**config.mk**
```make
export PLATFORM = sky130hd
export DESIGN_NAME = priority_interrupt_controller_timer_core
export DESIGN_NICKNAME = d
export VERILOG_FILES = /design/src/design/pict_pkg.sv /design/src/design/priority_interrupt_controller_timer_core.sv
export SDC_FILE = /design/constraint.sdc
export NUM_CORES = 1
export LEC_CHECK = 0
export BUFFER_PORTS_ARGS = -buffer_cell sky130_fd_sc_hd__buf_2
export CAP_MARGIN = 20
export CORE_MARGIN = 10
export CORE_UTILIZATION = 25
export DETAILED_ROUTE_END_ITERATION = 6
export GPL_TIMING_DRIVEN = 0
export PLACE_DENSITY = 0.39
export SYNTH_ARGS = -nofsm -noshare
export SYNTH_HDL_FRONTEND = slang
export SYNTH_SLANG_ARGS = --single-unit
```
**constraint.sdc**
```tcl
create_clock -name aclk -period 19.3 [get_ports aclk]
set_input_delay 0.965 -clock aclk [delete_from_list [all_inputs] [get_ports aclk]]
set_output_delay 0.965 -clock aclk [all_outputs]
set_load 0.01 [all_outputs]
```
**src/design/pict_pkg.sv**
```systemverilog
package pict_pkg;

    localparam logic [4:0] NONE_LIVE = 5'd16;

    localparam logic [4:0] RG_HVCT  = 5'd0;
    localparam logic [4:0] RG_HVCTW = 5'd1;
    localparam logic [4:0] RG_IPNDL = 5'd6;
    localparam logic [4:0] RG_IPNDH = 5'd7;
    localparam logic [4:0] RG_ISRVL = 5'd8;
    localparam logic [4:0] RG_ISRVH = 5'd9;
    localparam logic [4:0] RG_IMSKL = 5'd10;
    localparam logic [4:0] RG_IMSKH = 5'd11;
    localparam logic [4:0] RG_FPRTL = 5'd14;
    localparam logic [4:0] RG_FPRTH = 5'd15;
    localparam logic [4:0] RG_MCTL  = 5'd16;
    localparam logic [4:0] RG_CIPTR = 5'd18;
    localparam logic [4:0] RG_CCTL  = 5'd22;
    localparam logic [4:0] RG_CICTL = 5'd23;
    localparam logic [4:0] RG_CSVL0 = 5'd24;
    localparam logic [4:0] RG_CSVL1 = 5'd25;
    localparam logic [4:0] RG_CSVH0 = 5'd26;
    localparam logic [4:0] RG_CSVH1 = 5'd27;
    localparam logic [4:0] RG_CCVL0 = 5'd28;
    localparam logic [4:0] RG_CCVL1 = 5'd29;
    localparam logic [4:0] RG_CCVH0 = 5'd30;
    localparam logic [4:0] RG_CCVH1 = 5'd31;

    localparam int unsigned RF_DEPTH = 32;

    localparam int unsigned MCTL_FREEZE = 3;
    localparam int unsigned MCTL_HOLD   = 7;
    localparam int unsigned CCTL_DIV4   = 6;

    localparam logic [7:0] CCTL_LOW_SEL   = 8'h84;
    localparam logic [7:0] CCTL_LOW_RUN   = 8'h04;
    localparam logic [7:0] CCTL_HIGH_SEL  = 8'h88;
    localparam logic [7:0] CCTL_HIGH_RUN  = 8'h08;
    localparam logic [7:0] CCTL_CHAIN     = 8'h88;
    localparam logic [7:0] CI_LOW_FLAG    = 8'h04;
    localparam logic [7:0] CI_LOW_OVR     = 8'h08;
    localparam logic [7:0] CI_HIGH_FLAG   = 8'h40;
    localparam logic [7:0] CI_HIGH_OVR    = 8'h80;
    localparam logic [7:0] CI_LOW_IRQ     = 8'h06;
    localparam logic [7:0] CI_HIGH_IRQ    = 8'h60;
    localparam logic [7:0] CI_LOW_CLR     = 8'hFB;
    localparam logic [7:0] CI_HIGH_CLR    = 8'hBF;

    typedef enum logic [1:0] {
        MODE_READ  = 2'd0,
        MODE_WRITE = 2'd1,
        MODE_RAISE = 2'd2,
        MODE_TICK  = 2'd3
    } pict_mode_t;

    typedef struct packed {
        logic [15:0] ipnd;
        logic [15:0] isrv;
        logic [7:0]  hvct;
        logic [4:0]  live;
        logic        irq;
    } pict_ctl_t;

    typedef struct packed {
        logic       found;
        logic [3:0] idx;
    } pict_top_t;

    function automatic pict_top_t pict_top_bit(input logic [15:0] v);
        pict_top_t res;
        res = '0;
        for (int i = 0; i < 16; i++) begin
            if (v[i]) begin
                res.found = 1'b1;
                res.idx   = 4'(i);
            end
        end
        return res;
    endfunction

    function automatic pict_ctl_t pict_evaluate(input pict_ctl_t st, input logic [15:0] imsk);
        pict_top_t n;
        pict_top_t t;
        pict_ctl_t res;
        res = st;
        n = pict_top_bit(st.ipnd & ~imsk);
        t = pict_top_bit(st.isrv);
        if (n.found && (st.live == NONE_LIVE || !t.found || n.idx > t.idx)) begin
            res.irq  = 1'b1;
            res.live = {1'b0, n.idx};
            res.hvct = {st.hvct[7:4], n.idx};
        end
        return res;
    endfunction

    function automatic pict_ctl_t pict_raise(input pict_ctl_t st, input logic [3:0] line,
                                             input logic [15:0] imsk, input logic freeze);
        pict_ctl_t res;
        res = st;
        if (!freeze) begin
            res.ipnd = st.ipnd | (16'd1 << line);
            res = pict_evaluate(res, imsk);
        end
        return res;
    endfunction

endpackage

```
**src/design/priority_interrupt_controller_timer_core.sv**
```systemverilog
// Each input transfer is captured in the input register, then all work is done
// in one pass into the result register.
// Throughput: one item per cycle while m_tready holds; the input register lets a new
// item in while a finished result waits.
// Reset (aresetn low, synchronous): register file to zero except masks and
// CIPTR at 0xFF, counters and prescaler cleared, no level live, irq low.
module priority_interrupt_controller_timer_core (
    input  logic        aclk,
    input  logic        aresetn,
    input  logic        s_tvalid,
    output logic        s_tready,
    input  logic [23:0] s_tdata,  // reg_index[4:0], return_cycle[5], write_data[13:6],
                                  // line_number[17:14], zero [23:18]
    input  pict_pkg::pict_mode_t s_tuser,  // mode[1:0]
    output logic        m_tvalid,
    input  logic        m_tready,
    output logic [15:0] m_tdata   // read_data[7:0], irq_request[8], zero [15:9]
);
    import pict_pkg::*;

    logic       in_valid_reg;
    pict_mode_t in_mode_reg;
    logic [4:0] in_index_reg;
    logic       in_ret_reg;
    logic [7:0] in_wdata_reg;
    logic [3:0] in_line_reg;

    logic       out_valid_reg;
    logic [7:0] out_data_reg;
    logic       out_irq_reg;

    logic [7:0]  rf_reg  [RF_DEPTH];
    logic [7:0]  rf_next [RF_DEPTH];
    logic [15:0] low_reg, low_next;
    logic [15:0] high_reg, high_next;
    logic [1:0]  pre_reg, pre_next;
    logic [4:0]  live_reg;
    logic        irq_reg;

    pict_ctl_t   st;
    logic [15:0] imsk;
    logic [7:0]  ci;
    logic [7:0]  cc;
    logic [7:0]  ciptr;
    logic [7:0]  mctl;
    logic [3:0]  fprt;
    logic [7:0]  rd;
    logic        step;
    logic        proc_fire;

    assign proc_fire = in_valid_reg && (!out_valid_reg || m_tready);
    assign s_tready  = !in_valid_reg || proc_fire;
    assign m_tvalid  = out_valid_reg;
    assign m_tdata   = {7'd0, out_irq_reg, out_data_reg};

    always_comb begin
        rf_next   = rf_reg;
        low_next  = low_reg;
        high_next = high_reg;
        pre_next  = pre_reg;
        imsk      = {rf_reg[RG_IMSKH], rf_reg[RG_IMSKL]};
        st.ipnd   = {rf_reg[RG_IPNDH], rf_reg[RG_IPNDL]};
        st.isrv   = {rf_reg[RG_ISRVH], rf_reg[RG_ISRVL]};
        st.hvct   = rf_reg[RG_HVCT];
        st.live   = live_reg;
        st.irq    = irq_reg;
        ci        = rf_reg[RG_CICTL];
        cc        = rf_reg[RG_CCTL];
        ciptr     = rf_reg[RG_CIPTR];
        mctl      = rf_reg[RG_MCTL];
        fprt      = rf_reg[RG_FPRTL][3:0];
        rd        = 8'd0;
        step      = 1'b0;
        case (in_mode_reg)
            MODE_READ: begin
                case (in_index_reg)
                    RG_HVCT: begin
                        if (in_ret_reg) begin
                            if (st.live != NONE_LIVE) begin
                                if (st.live[3:0] == ciptr[3:0]) ci = ci & CI_LOW_CLR;
                                if (st.live[3:0] == ciptr[7:4]) ci = ci & CI_HIGH_CLR;
                                st.hvct = st.hvct | 8'h0F;
                                st.isrv = st.isrv & ~(16'd1 << st.live[3:0]);
                                st.live = NONE_LIVE;
                                st = pict_evaluate(st, imsk);
                            end
                            rd = st.hvct | 8'h0F;
                        end else begin
                            if (st.live != NONE_LIVE) begin
                                st.ipnd = st.ipnd & ~(16'd1 << st.live[3:0]);
                                st.isrv = st.isrv | (16'd1 << st.live[3:0]);
                            end
                            st.irq = 1'b0;
                            st = pict_evaluate(st, imsk);
                            rd = st.hvct;
                        end
                    end
                    RG_HVCTW: rd = st.hvct;
                    RG_FPRTL: rd = fprt[3] ? 8'd0 : (8'd1 << fprt[2:0]);
                    RG_FPRTH: rd = fprt[3] ? (8'd1 << fprt[2:0]) : 8'd0;
                    default:  rd = rf_reg[in_index_reg];
                endcase
            end
            MODE_WRITE: begin
                case (in_index_reg)
                    RG_HVCT, RG_IPNDL, RG_IPNDH, RG_FPRTH: ;
                    RG_HVCTW: st.hvct = {in_wdata_reg[7:4], st.hvct[3:0]};
                    RG_ISRVL: st.isrv[7:0] = in_wdata_reg;
                    RG_ISRVH: st.isrv[15:8] = in_wdata_reg;
                    RG_IMSKL: begin
                        imsk[7:0] = in_wdata_reg;
                        rf_next[RG_IMSKL] = in_wdata_reg;
                    end
                    RG_IMSKH: begin
                        imsk[15:8] = in_wdata_reg;
                        rf_next[RG_IMSKH] = in_wdata_reg;
                    end
                    RG_FPRTL: rf_next[RG_FPRTL] = {4'd0, in_wdata_reg[3:0]};
                    RG_CICTL: begin
                        if (in_wdata_reg[0]) ci[3:0] = in_wdata_reg[3:0];
                        if (in_wdata_reg[4]) ci[7:4] = in_wdata_reg[7:4];
                    end
                    default: rf_next[in_index_reg] = in_wdata_reg;
                endcase
                st = pict_evaluate(st, imsk);
            end
            MODE_RAISE: begin
                st = pict_raise(st, in_line_reg, imsk, mctl[MCTL_FREEZE]);
            end
            default: begin
                if (cc[CCTL_DIV4]) begin
                    if (pre_reg == 2'd3) begin
                        pre_next = 2'd0;
                        step     = 1'b1;
                    end else begin
                        pre_next = pre_reg + 2'd1;
                    end
                end else begin
                    pre_next = 2'd0;
                    step     = 1'b1;
                end
                if (step) begin
                    if ((cc & CCTL_LOW_SEL) == CCTL_LOW_RUN) begin
                        low_next = low_next - 16'd1;
                        if (low_next == 16'd0) begin
                            ci = ci | (((ci & CI_LOW_FLAG) != 8'd0) ? CI_LOW_OVR : CI_LOW_FLAG);
                            low_next = {rf_reg[RG_CSVL1], rf_reg[RG_CSVL0]};
                        end
                    end
                    if ((cc & CCTL_HIGH_SEL) == CCTL_HIGH_RUN) begin
                        high_next = high_next - 16'd1;
                        if (high_next == 16'd0) begin
                            ci = ci | (((ci & CI_HIGH_FLAG) != 8'd0) ? CI_HIGH_OVR
                                                                      : CI_HIGH_FLAG);
                            high_next = {rf_reg[RG_CSVH1], rf_reg[RG_CSVH0]};
                        end
                    end
                    if ((cc & CCTL_HIGH_SEL) == CCTL_CHAIN) begin
                        if (low_next == 16'd0) begin
                            high_next = high_next - 16'd1;
                            if (high_next == 16'd0) begin
                                ci = ci | (((ci & CI_HIGH_FLAG) != 8'd0) ? CI_HIGH_OVR
                                                                          : CI_HIGH_FLAG);
                                low_next  = {rf_reg[RG_CSVL1], rf_reg[RG_CSVL0]};
                                high_next = {rf_reg[RG_CSVH1], rf_reg[RG_CSVH0]};
                            end
                        end
                        low_next = low_next - 16'd1;
                    end
                    if ((ci & CI_HIGH_IRQ) == CI_HIGH_IRQ)
                        st = pict_raise(st, ciptr[7:4], imsk, mctl[MCTL_FREEZE]);
                    if ((ci & CI_LOW_IRQ) == CI_LOW_IRQ)
                        st = pict_raise(st, ciptr[3:0], imsk, mctl[MCTL_FREEZE]);
                end
                if (!mctl[MCTL_HOLD]) begin
                    rf_next[RG_CCVL0] = low_next[7:0];
                    rf_next[RG_CCVL1] = low_next[15:8];
                    rf_next[RG_CCVH0] = high_next[7:0];
                    rf_next[RG_CCVH1] = high_next[15:8];
                end
            end
        endcase
        rf_next[RG_HVCT]  = st.hvct;
        rf_next[RG_IPNDL] = st.ipnd[7:0];
        rf_next[RG_IPNDH] = st.ipnd[15:8];
        rf_next[RG_ISRVL] = st.isrv[7:0];
        rf_next[RG_ISRVH] = st.isrv[15:8];
        rf_next[RG_CICTL] = ci;
    end

    always_ff @(posedge aclk) begin
        if (!aresetn) begin
            in_valid_reg  <= 1'b0;
            out_valid_reg <= 1'b0;
            for (int i = 0; i < RF_DEPTH; i++) begin
                rf_reg[i] <= (i == RG_IMSKL || i == RG_IMSKH || i == RG_CIPTR) ? 8'hFF
                                                                               : 8'd0;
            end
            low_reg  <= 16'd0;
            high_reg <= 16'd0;
            pre_reg  <= 2'd0;
            live_reg <= NONE_LIVE;
            irq_reg  <= 1'b0;
        end else begin
            if (s_tvalid && s_tready) begin
                in_valid_reg <= 1'b1;
            end else if (proc_fire) begin
                in_valid_reg <= 1'b0;
            end
            if (proc_fire) begin
                out_valid_reg <= 1'b1;
            end else if (m_tready) begin
                out_valid_reg <= 1'b0;
            end
            if (proc_fire) begin
                rf_reg   <= rf_next;
                low_reg  <= low_next;
                high_reg <= high_next;
                pre_reg  <= pre_next;
                live_reg <= st.live;
                irq_reg  <= st.irq;
            end
        end
    end

    // hold payload until the next transfer
    always_ff @(posedge aclk) begin
        if (s_tvalid && s_tready) begin
            in_mode_reg  <= s_tuser;
            in_index_reg <= s_tdata[4:0];
            in_ret_reg   <= s_tdata[5];
            in_wdata_reg <= s_tdata[13:6];
            in_line_reg  <= s_tdata[17:14];
        end
        if (proc_fire) begin
            out_data_reg <= rd;
            out_irq_reg  <= st.irq;
        end
    end

endmodule
```
==> results.py <==
metrics = {
    "die": {
        "rows": 113,
        "fp.dieW_um": 330,
        "initial_utilization_pct": 25.3,
        "core_area_um2": 95200,
        "die-area_um2": 109000,
        "num_io_pins": 48,
        "die_h_um": 330,
    },
    "routing": {
        "drt_wl_total_mm": 133,
        "vias": 25800,
        "drt_iter0_markers": 2864,
        "wl_per_cell_um": 29.6,
        "drc": 0,
        "vias_per_cell": 5.73,
        "ant_nets": 0,
        "firstDrtPassIters": 6,
    },
    "clocking": {
        "hold_buffers": 0,
        "clk_latency_ns": 0.63,
        "cts_made_buffers": 44,
        "ctsRootBufferMaster": "clkbuf_16",
        "cts_sinks": 322,
        "postCtsSetupBuffers": 0,
        "cts_tree": "yes",
        "clk_pin_slew_worst_paths_ns": 0.06,
        "cts_repair_resize_count": 0,
        "ctsLongestPathBuffers": 3,
        "htree_levels": 2,
    },
    "global_routing": {
        "grt_overflow_total": 0,
        "grt_pass1_wl_mm": 187,
        "antenna_found_initial": 6,
        "grt_max_degree": 21,
        "grt_use_total_pct": 23.5,
        "first_global_vias": 24200,
    },
    "critical_path": {
        "path_max_fanout": 10,
        "crit_arrival_ns": 10.81,
        "worst_setup_path_end_kind": "flip-flop",
        "rr_worst_depth": 33,
        "crit_family": "compound AO/OA/AOI/OAI gates",
        "ff2ff_setup_slack_ns": 8.99,
        "worst-path-buf-inv": 4,
        "critPathRequiredTime_ns": 19.80,
        "crit-reg2reg-capture": "irq_reg$_SDFFE_PN0P_",
        "worstSetupStartpointType": "flip-flop",
        "cp_slowest_cell": "nor4_1",
        "r2r_start": "high_reg[0]$_SDFFE_PN0P_",
        "critPathKind": "reg -> reg",
        "slowest_delay_ns": 0.87,
    },
    "synth": {
        "synth.area.top_cells": "dfxtp_1, mux2i_1, a21oi_1",
        "yosysSeqAreaShare_pct": 28.0,
        "synth_top_area_share_pct": 24.4,
        "synth_top_area_cell": "dfxtp_1",
        "synth_cells": 3094,
        "avgSynthCellArea_um2": 7.77,
        "yosysUniqueCellTypes": 115,
        "synth_ff_type": "dfxtp_1",
        "synth_edf_count": 29,
        "synth-seq-cells": 322,
        "ys_warn_count": 0,
        "syn-cell-area_um2": 24000,
        "synthArstFlopShare_pct": 0,
    },
    "place": {
        "placed_area_um2": 26100,
        "hpwl_mm": 102,
        "globalplace.congestion": 0.959,
        "io_buffers": 33,
    },
    "hold_path": {
        "min_path_type": "reg -> reg",
        "worstHoldStart": "rf_reg[128]$_SDFFE_PN0P_",
        "hold_path_end": "rf_reg[128]$_SDFFE_PN0P_",
        "worstHoldPathCells": 1,
    },
    "timing": {
        "finalCritPeriodShare_pct": 53.4,
        "clock-skew-final_ns": 0.0309,
        "final_hold_viol_count": 0,
        "tightest_slew_ns": 1.25,
        "post-route-min-period_ns": 10.31,
        "fin_worst_hold_slack_ns": 0.456,
        "drv_slew": 0,
        "setup-tns-final_ns": 0,
        "finalSetupViolCount": 0,
        "relSlewSlack_pct": 16.5,
        "timing.fmax_ghz": 0.0970,
        "rsz0062_at_grt": "false",
    },
    "final_layout": {
        "drive_gt1_share_pct": 9.18,
        "fin_nets": 3264,
        "syn_to_final_growth_pct": 14.6,
        "finalInstanceArea_um2": 27500,
        "fin_util_pct": 28.9,
        "largest_reg_flops": 223,
    },
    "pwr": {
        "powerDensity_nw_per_um2": 65.6,
        "p_leak_nw": 9.77,
        "max-vdd-ir-drop_mv": 0.0697,
    },
    "run_status": {
        "status": "finished, final reports clean",
    },
    "run": {
        "drv_cap": 0,
    },
}
==> routing by layer <==
layer / GRT usage [%] / part of all wire (%)
met3: 3.59 / 8.1
met4: 8.61 / 3.8
met2: 35.7 / 43
met1: 33.2 / 45
met5: 0 / 0.0098
==> kinds of logic after synthesis <==
family / Yosys count / share of synthesized area [%]
simple gates: 1285 / 27.0
compound gates: 867 / 23.2
flops: 322 / 28.0
buf+inv: 316 / 5.67
mux: 235 / 13.0
xor+xnor: 35 / 1.28
fa+ha+maj: 33 / 1.72
other cells: 1 / 0.0156
==> cell usage after synthesis (25+ instances only) <==
| cell type | instances |
|---|---|
| mux4_2 | 61 |
| nand2_1 | 312 |
| nand4_1 | 27 |
| nor2b_1 | 201 |
| nor4_1 | 29 |
| ha_1 | 33 |
| a31oi_1 | 56 |
| clkbuf_1 | 214 |
| o211ai_1 | 37 |
| nor3_1 | 98 |
| edfxtp_1 | 29 |
| o21ai_0 | 164 |
| nor2_1 | 295 |
| a21oi_1 | 286 |
| nand2b_1 | 42 |
| inv_1 | 48 |
| a21boi_0 | 41 |
| and2_1 | 48 |
| o31ai_1 | 27 |
| nand3_1 | 84 |
| or2_2 | 25 |
| mux2i_1 | 164 |
| dfxtp_1 | 293 |
==> layout make-up <==
| type | count | area, um^2 |
|---|---|---|
| repair buffers | 55 | 418 |
| plain buffers | 267 | 1180 |
| well taps | 1265 | 1580 |
| clock buffers | 69 | 1290 |
| fillers | 10500 | 67600 |
| inverters | 49 | 184 |
| diodes | 3 | 7.51 |
| flip-flops and latches | 322 | 6740 |
| clock inverters | 11 | 143 |
| multi-input cells | 2462 | 16000 |
==> where the power goes <==
part / switching (mW) / leakage, nW / internal [mW] / total [mW]
sequential: 0.0115 / 2.64 / 0.686 / 0.698
clock: 0.357 / 0.697 / 0.474 / 0.831
combinational: 0.195 / 6.43 / 0.0816 / 0.277
total: 0.563 / 9.77 / 1.24 / 1.81
==> stage by stage <==
| stage | total power [mW] | instances | setup slack, ns |
|---|---|---|---|
| after floorplan | 0.866 | 3100 | 12.16 |
| after global placement | 0.978 | 4398 | 9.38 |
| after detailed placement | 0.978 | 4416 | 9.48 |
| after CTS | 1.81 | 4496 | 9.43 |
| after global routing | 1.86 | 4500 | 8.64 |
| final | 1.81 | 4503 | 8.99 |
==> layout by cell type (no fill, tap or decap), types with 21 or more instances in the layout <==
master and count:
and2_1 47, nand2b_1 42, mux2i_1 164, a21boi_0 41, nor3_1 91, or2_2 25
and3_1 23, nand3_1 84, o31ai_1 27, clkbuf_1 230, o21ai_0 164, ha_1 33
nand4_1 27, inv_1 48, xnor2_1 21, o211ai_1 37, a21oi_1 286, a31oi_1 56
buf_2 39, mux4_2 61, dfxtp_1 293, buf_1 23, clkbuf_16 45, edfxtp_1 29
nor2b_1 201, or3_1 23, nand2_1 312, nor2_1 295, nor4_1 28
==> worst max-delay path by stage <==
stage	cells past startpoint	slack [ns]	to	start
5_1_grt	34	8.64	irq_reg$_SDFFE_PN0P_	high_reg[0]$_SDFFE_PN0P_
3_5_place_dp	33	9.48	irq_reg$_SDFFE_PN0P_	high_reg[0]$_SDFFE_PN0P_
2_1_floorplan	35	12.16	live_reg[1]$_SDFFE_PN0P_	high_reg[0]$_SDFFE_PN0P_
4_1_cts	33	9.43	irq_reg$_SDFFE_PN0P_	high_reg[0]$_SDFFE_PN0P_
6_report	33	8.99	irq_reg$_SDFFE_PN0P_	high_reg[0]$_SDFFE_PN0P_
3_3_place_gp	33	9.38	irq_reg$_SDFFE_PN0P_	high_reg[0]$_SDFFE_PN0P_
Note: power is estimated with default switching activity, not from simulation.
